--- config.mk ---
export PLATFORM = sky130hd
export DESIGN_NAME = first_fit_extent_allocator_unit
export DESIGN_NICKNAME = d
export VERILOG_FILES = /design/src/rtl/core/ffea_pkg.sv /design/src/rtl/core/first_fit_extent_allocator_unit.sv
export SDC_FILE = /design/constraint.sdc
export NUM_CORES = 2
export LEC_CHECK = 0
export ABC_AREA = 1
export BUFFER_PORTS_ARGS = -buffer_cell sky130_fd_sc_hd__buf_2
export CORE_MARGIN = 10
export CORE_UTILIZATION = 28
export CTS_CLUSTER_DIAMETER = 150
export DETAILED_ROUTE_END_ITERATION = 7
export SKIP_CTS_REPAIR_TIMING = 1
export SLEW_MARGIN = 0
export SYNTH_ARGS = -nofsm -noshare
export SYNTH_HDL_FRONTEND = slang
export SYNTH_SLANG_ARGS = --single-unit
--- constraint.sdc ---
create_clock -name clk -period 12.9 [get_ports clk]
set_input_delay 0 -clock clk [delete_from_list [all_inputs] [get_ports clk]]
set_output_delay 0 -clock clk [all_outputs]
set_load 0.03 [all_outputs]
--- src/rtl/core/ffea_pkg.sv ---
package ffea_pkg;

	localparam int ADDR_BITS    = 16;
	localparam int LEN_BITS     = ADDR_BITS + 1;
	localparam int MAX_EXTENTS  = 32;
	localparam int IDX_BITS     = $clog2(MAX_EXTENTS);
	localparam int CNT_BITS     = $clog2(MAX_EXTENTS + 1);
	localparam int HEADER_BYTES = 4;

	localparam logic [LEN_BITS-1:0] POOL_MAX = LEN_BITS'(1) << ADDR_BITS;
	localparam logic [LEN_BITS-1:0] LEN_MAX  = '1;
	localparam logic [CNT_BITS-1:0] CNT_FULL = CNT_BITS'(MAX_EXTENTS);

	localparam logic [2:0] ST_OK      = 3'd0;
	localparam logic [2:0] ST_ZERO    = 3'd1;
	localparam logic [2:0] ST_NOFIT   = 3'd2;
	localparam logic [2:0] ST_BAD_OFF = 3'd3;
	localparam logic [2:0] ST_FULL    = 3'd4;

	typedef struct packed {
		logic                 mode;
		logic [15:0]          size;
		logic [15:0]          offset;
	} req_t;

	typedef struct packed {
		logic [2:0]           status;
		logic [15:0]          user_offset;
	} rsp_t;

	typedef struct packed {
		logic [ADDR_BITS-1:0] start;
		logic [LEN_BITS-1:0]  len;
	} extent_t;

	function automatic logic [LEN_BITS-1:0] sat_len(input logic [LEN_BITS:0] v);
		return v[LEN_BITS] ? LEN_MAX : v[LEN_BITS-1:0];
	endfunction

	function automatic logic [LEN_BITS-1:0] clamp_pool(input logic [16:0] v);
		return (LEN_BITS'(v) > POOL_MAX) ? POOL_MAX : LEN_BITS'(v);
	endfunction

endpackage

--- src/rtl/core/first_fit_extent_allocator_unit.sv ---
// channel   signals                     transaction when
// req       req_valid req_ready req     req_valid && req_ready
// rsp       rsp_valid rsp_ready rsp     rsp_valid && rsp_ready
// cfg       cfg_we cfg_wdata            cfg_we
// a request with zero size or a bad offset is answered from idle without a scan; else the extents
// are scanned in order, and entries are moved on remove or insert
// the free table sits in one registered-read memory; scan and shift share its read port
// after reset, S_INIT loads entry 0 with the whole pool; a cfg write reloads it at once
// req_ready stays low while a request is at work or a response waits
module first_fit_extent_allocator_unit import ffea_pkg::*; (
	input  logic        clk,
	input  logic        arst_n,
	input  logic        req_valid,
	output logic        req_ready,
	input  req_t        req,
	output logic        rsp_valid,
	input  logic        rsp_ready,
	output rsp_t        rsp,
	input  logic        cfg_we,
	input  logic [16:0] cfg_wdata
);

	typedef enum logic [6:0] {
		S_INIT  = 7'b0000001,
		S_IDLE  = 7'b0000010,
		S_RD    = 7'b0000100,
		S_CHK   = 7'b0001000,
		S_SHIFT = 7'b0010000,
		S_FIN   = 7'b0100000,
		S_SPARE = 7'b1000000
	} state_t;

	state_t                state_q;
	extent_t               mem [MAX_EXTENTS];
	extent_t               rdata_q;
	logic [LEN_BITS-1:0]   pool_q;
	logic [CNT_BITS-1:0]   cnt_q;
	logic [CNT_BITS-1:0]   idx_q;
	logic                  mode_q;
	logic [LEN_BITS-1:0]   need_q;
	logic [ADDR_BITS-1:0]  real_q;
	extent_t               pred_q;
	logic [CNT_BITS-1:0]   sh_rd_q;
	logic [CNT_BITS-1:0]   sh_n_q;
	logic                  sh_up_q;
	logic                  pend_q;
	logic [IDX_BITS-1:0]   wa_q;
	logic                  fin_ins_q;
	logic                  rsp_valid_q;
	rsp_t                  rsp_q;

	logic                  we;
	logic [IDX_BITS-1:0]   wa;
	extent_t               wd;
	logic [IDX_BITS-1:0]   ra;

	logic                  has_succ, free_go, jp, js, merge_succ, fit, exact;
	logic [LEN_BITS:0]     p_end, p_end2, s_end;
	logic [LEN_BITS-1:0]   nl, nl2;
	logic [CNT_BITS-1:0]   idx_m1;

	assign req_ready = (state_q == S_IDLE) && !rsp_valid_q;
	assign rsp_valid = rsp_valid_q;
	assign rsp       = rsp_q;
	assign idx_m1    = idx_q - CNT_BITS'(1);

	assign has_succ   = (state_q == S_CHK);
	assign free_go    = mode_q && (((state_q == S_RD) && (idx_q == cnt_q)) ||
		((state_q == S_CHK) && (rdata_q.start > real_q)));
	assign p_end      = (LEN_BITS+1)'(pred_q.start) + (LEN_BITS+1)'(pred_q.len);
	assign jp         = (idx_q != '0) && (p_end == (LEN_BITS+1)'(real_q));
	assign nl         = sat_len((LEN_BITS+1)'(pred_q.len) + (LEN_BITS+1)'(need_q));
	assign p_end2     = (LEN_BITS+1)'(pred_q.start) + (LEN_BITS+1)'(nl);
	assign merge_succ = has_succ && (p_end2 == (LEN_BITS+1)'(rdata_q.start));
	assign nl2        = sat_len((LEN_BITS+1)'(nl) + (LEN_BITS+1)'(rdata_q.len));
	assign s_end      = (LEN_BITS+1)'(real_q) + (LEN_BITS+1)'(need_q);
	assign js         = has_succ && (s_end == (LEN_BITS+1)'(rdata_q.start));
	assign fit        = rdata_q.len >= need_q;
	assign exact      = rdata_q.len == need_q;

	always_comb begin
		ra = (state_q == S_SHIFT) ? sh_rd_q[IDX_BITS-1:0] : idx_q[IDX_BITS-1:0];
		we = 1'b0;
		wa = '0;
		wd = '0;
		if (cfg_we) begin
			we = 1'b1;
			wd = '{start: '0, len: clamp_pool(cfg_wdata)};
		end else begin
			case (state_q)
				S_INIT: begin
					we = 1'b1;
					wd = '{start: '0, len: pool_q};
				end
				S_RD, S_CHK: begin
					if (state_q == S_CHK && !mode_q && fit && !exact) begin
						we = 1'b1;
						wa = idx_q[IDX_BITS-1:0];
						wd = '{start: rdata_q.start + ADDR_BITS'(need_q),
							len: rdata_q.len - need_q};
					end else if (free_go && jp) begin
						we = 1'b1;
						wa = idx_m1[IDX_BITS-1:0];
						wd = '{start: pred_q.start, len: merge_succ ? nl2 : nl};
					end else if (free_go && js) begin
						we = 1'b1;
						wa = idx_q[IDX_BITS-1:0];
						wd = '{start: real_q,
							len: sat_len((LEN_BITS+1)'(need_q) + (LEN_BITS+1)'(rdata_q.len))};
					end
				end
				S_SHIFT: begin
					we = pend_q;
					wa = wa_q;
					wd = rdata_q;
				end
				S_FIN: begin
					we = fin_ins_q;
					wa = idx_q[IDX_BITS-1:0];
					wd = '{start: real_q, len: need_q};
				end
				default: ;
			endcase
		end
	end

	always_ff @(posedge clk) begin
		if (we)
			mem[wa] <= wd;
		rdata_q <= mem[ra];
	end

	always_ff @(posedge clk or negedge arst_n) begin
		if (!arst_n) begin
			state_q     <= S_INIT;
			pool_q      <= POOL_MAX;
			cnt_q       <= CNT_BITS'(1);
			rsp_valid_q <= 1'b0;
			pend_q      <= 1'b0;
		end else begin
			if (rsp_valid_q && rsp_ready)
				rsp_valid_q <= 1'b0;
			if (cfg_we) begin
				pool_q <= clamp_pool(cfg_wdata);
				cnt_q  <= CNT_BITS'(1);
			end
			case (state_q)
				S_INIT: begin
					state_q <= S_IDLE;
				end
				S_IDLE: begin
					if (req_valid && req_ready) begin
						mode_q <= req.mode;
						need_q <= LEN_BITS'(req.size) + LEN_BITS'(HEADER_BYTES);
						real_q <= req.offset - ADDR_BITS'(HEADER_BYTES);
						idx_q  <= '0;
						if (req.size == '0) begin
							rsp_valid_q <= 1'b1;
							rsp_q       <= '{status: ST_ZERO, user_offset: '0};
						end else if (req.mode && req.offset < 16'(HEADER_BYTES)) begin
							rsp_valid_q <= 1'b1;
							rsp_q       <= '{status: ST_BAD_OFF, user_offset: '0};
						end else begin
							state_q <= S_RD;
						end
					end
				end
				S_RD, S_CHK: begin
					if (state_q == S_RD && !free_go) begin
						if (idx_q == cnt_q) begin
							rsp_valid_q <= 1'b1;
							rsp_q       <= '{status: ST_NOFIT, user_offset: '0};
							state_q     <= S_IDLE;
						end else begin
							state_q <= S_CHK;
						end
					end else if (state_q == S_CHK && !mode_q) begin
						if (fit) begin
							rsp_q <= '{status: ST_OK,
								user_offset: rdata_q.start + 16'(HEADER_BYTES)};
							if (exact) begin
								sh_rd_q   <= idx_q + CNT_BITS'(1);
								sh_n_q    <= cnt_q - idx_q - CNT_BITS'(1);
								sh_up_q   <= 1'b0;
								fin_ins_q <= 1'b0;
								state_q   <= S_SHIFT;
							end else begin
								rsp_valid_q <= 1'b1;
								state_q     <= S_IDLE;
							end
						end else begin
							idx_q   <= idx_q + CNT_BITS'(1);
							state_q <= S_RD;
						end
					end else if (!free_go) begin
						pred_q  <= rdata_q;
						idx_q   <= idx_q + CNT_BITS'(1);
						state_q <= S_RD;
					end else begin
						rsp_q <= '{status: ST_OK, user_offset: '0};
						if (jp && merge_succ) begin
							sh_rd_q   <= idx_q + CNT_BITS'(1);
							sh_n_q    <= cnt_q - idx_q - CNT_BITS'(1);
							sh_up_q   <= 1'b0;
							fin_ins_q <= 1'b0;
							state_q   <= S_SHIFT;
						end else if (jp || js) begin
							rsp_valid_q <= 1'b1;
							state_q     <= S_IDLE;
						end else if (cnt_q >= CNT_FULL) begin
							rsp_valid_q <= 1'b1;
							rsp_q       <= '{status: ST_FULL, user_offset: '0};
							state_q     <= S_IDLE;
						end else begin
							sh_rd_q   <= cnt_q - CNT_BITS'(1);
							sh_n_q    <= cnt_q - idx_q;
							sh_up_q   <= 1'b1;
							fin_ins_q <= 1'b1;
							state_q   <= S_SHIFT;
						end
					end
				end
				S_SHIFT: begin
					if (sh_n_q != '0) begin
						pend_q  <= 1'b1;
						wa_q    <= sh_up_q ? IDX_BITS'(sh_rd_q + CNT_BITS'(1))
							: IDX_BITS'(sh_rd_q - CNT_BITS'(1));
						sh_rd_q <= sh_up_q ? sh_rd_q - CNT_BITS'(1) : sh_rd_q + CNT_BITS'(1);
						sh_n_q  <= sh_n_q - CNT_BITS'(1);
					end else begin
						pend_q <= 1'b0;
						if (!pend_q)
							state_q <= S_FIN;
					end
				end
				S_FIN: begin
					cnt_q       <= fin_ins_q ? cnt_q + CNT_BITS'(1) : cnt_q - CNT_BITS'(1);
					rsp_valid_q <= 1'b1;
					state_q     <= S_IDLE;
				end
				default: begin
					state_q <= S_IDLE;
				end
			endcase
		end
	end

endmodule

==> metrics <==
Fmax achieved 139 MHz; Antenna Nets Post-Route 0; Slew @ Worst Pin 1260 ps; Final Hold Viols 4; Critical Path Start Type flop; hpwl dp 132 mm; Routed Wire Length 214 mm; most common cell in the netlist edfxtp_1; R2R cell count 31; Worst Path Max Fanout 32; clk buf depth 3; top post-synthesis cells by count edfxtp_1, nor2_1, nand2_1, o21ai_0, inv_1; via count 44600; Hold Crit Depth 3; clk_lat worst skew 810 ps; top_reg_cell synth edfxtp_1; top post-synthesis cells by area edfxtp_1, o21ai_0, nor2_1, nand2_1, ha_1; Synth Warn # 0; die area 227000 µm²; TritonCTS Buffers 136; most frequent CP cell nand2_1; clock slew at reported path FFs 60 ps; Worst Hold Class input pin to flop; RR Endpoint mem[12][6]$_DFFE_PP_; PortBufs 75; layout overhead on the synthesized area 15.8%; DR vias/cell 5.29; final-report setup violation count 0; Sw Ratio 30.7%; Leakage 24.5 nW; total power 0.0104 W; synthesis-stage register bit count 1229; CTS tree built; global-route wire length before repair 303 mm; sequential fraction of the synthesis area 62.3%; H-tree depth 4; combinational share of power 19.2%; All-Layer GR Usage 17.9%; GR Overflow Total 0; final setup TNS 0 ps; Yosys cell types 71; Clock Power Share 37.3%; Ports 76; critical path's slowest cell nand2_1; initial antenna violation count 12; CTS sink count 1229; Max Cap Viol 0; crit path time final 7190 ps; period utilization 55.7%; Pint 0.00723 W; DRC 0; CP Capture Type flop; 1st-iter DRT viols 5320; Worst EP required 13320 ps; worst hold margin -42.1 ps; Die Y 477 µm; Net Count, Synth 5648; nets 5777; top cell type's share of synthesized area 59.9%; Final Core Density 32.6%; gpl congestion 0.964; mapped cell area 58400 µm²; first-pass detailed-route iteration total 6; Final Skew 45.1 ps; Worst VDD drop 126 µV; Post-synth EDFFs 1165; total core area 207000 µm²; failing checks hold timing; worst reg2reg setup slack 5710 ps; DR WL/cell 25.3 µm; pin count of the biggest net entering global routing 182; Slew Viols, Final 0; share of power burned in registers 43.5%; biggest cell delay along the critical path 840 ps; num rows 167; post-synthesis async set-or-reset flop share 2.52%; unrepaired setup endpoints after global routing no; vias in the first global route 41900; layout cells sized above 1 8.72%; critical setup path kind flop to flop; Die Width 477 µm; final critical-path setup slack 5710 ps; NetSw 0.00320 W; R2R Path Start need_q[6]$_DFFE_PP_; status finished, violations left; Syn Inst Count 5415; min-delay src cfg_we; PwrDens 154 nW/µm²; placement-stage worst setup slack 5860 ps; root buffer cell clkbuf_16; Avg Inst Size Synth 10.8 µm²; Rel. slew slack 16.1%; Initial Util 28.2%; Hold Path Sink pool_q[6]$_DFFE_PN0P_; Arr. time, crit path 7610 ps; area leader, netlist edfxtp_1
==> worst max-delay path, delay by kind of cell, from the launching register on <==
kind,cells,cell delay (ps)
DFF,1,730
AOI/OAI and AO/OA,3,400
buffers and inverters,1,350
and+or+nand+nor,24,4170
adders and majority gates,3,1080
==> power groups by stage <==
stage                     clock network (W)  logic, W  registers [W]
after floorplan                           0   0.00124        0.00459
after global placement                    0   0.00195        0.00461
after detailed placement                  0   0.00193        0.00461
after CTS                           0.00394   0.00195        0.00453
after global routing                0.00409   0.00218        0.00454
final                               0.00389   0.00200        0.00453
==> per-stage QoR <==
stage                     std cells  cell area [µm²]
after floorplan                5415            58400
after global placement         8098            62300
after detailed placement       8098            62300
after CTS                      8345            66700
after global routing           8441            67600
final                          8443            67600
==> per-layer routing <==
metal | global-route usage (%) | share of wire [%] | vias up
met3 | 3.07 | 8.4 | 403
met2 | 28.1 | 46 | 2165
met4 | 6.84 | 4.0 | 2
met5 | 0 | 0.0061 | -
li1 | - | - | 19700
met1 | 24.5 | 42 | 22300
==> final cells by class <==
type	count	area, µm²
tap	2788	3490
clock buffer	169	3570
timing repair buffer	263	2050
fill	20900	140000
inverter	391	1480
multi-input combinational	3523	19800
antenna	2	5.00
sequential	1229	36400
clock inverter	78	833
==> placed cells by master (no fill, tap or decap), types with 31 or more instances in the layout <==
master         Yosys  routed
dlygate4sd3_1      0      94
clkbuf_16          0     137
nand3_1          188     188
nand4_1           31      31
nand2_1          704     704
buf_4              4      91
dfxtp_1           33      33
xnor2_1           43      43
o211ai_1          67      67
nor2_4             7      40
buf_2             44      75
clkinv_1           7      32
edfxtp_1        1165    1165
o221ai_1         183     183
o21ai_0          656     655
o22ai_1          109     109
inv_1            373     371
nor3_1            36      35
xor2_1           108     108
a21oi_1          193     193
a31oi_1           60      60
nor2_1           772     730
ha_1             169     169
==> sequential cells by signal, indices dropped and copies added (netlist names), 16 cells and up <==
| signal | flops |
|---|---|
| need_q | 17 |
| pool_q | 17 |
| rdata_q | 33 |
| pred_q | 33 |
| mem | 1056 |
| rsp | 19 |
| real_q | 16 |
==> logic make-up after synthesis <==
kind of cell / count (synthesis) / share of synthesized area (%)
adders and majority gates: 178 / 3.93
xor gates and xnor gates: 152 / 2.31
other: 1 / 0.00642
AOI/OAI and AO/OA: 1355 / 13.8
and+or+nand+nor: 1837 / 13.2
buffers and inverters: 663 / 4.39
DFF: 1229 / 62.3
==> worst max path at each step <==
stage          slack [ps]                 from  cells after the start              endpoint
2_1_floorplan        8040  need_q[2]$_DFFE_PP_                     28   sh_n_q[0]$_DFFE_PP_
3_3_place_gp         5820  need_q[4]$_DFFE_PP_                     31  mem[22][9]$_DFFE_PP_
3_5_place_dp         5860  need_q[4]$_DFFE_PP_                     31   mem[3][6]$_DFFE_PP_
4_1_cts              5800  need_q[6]$_DFFE_PP_                     31  mem[22][6]$_DFFE_PP_
5_1_grt              5220  need_q[6]$_DFFE_PP_                     31  mem[30][9]$_DFFE_PP_
6_report             5710  need_q[6]$_DFFE_PP_                     31  mem[12][6]$_DFFE_PP_
(Power assumes the default switching activity.)
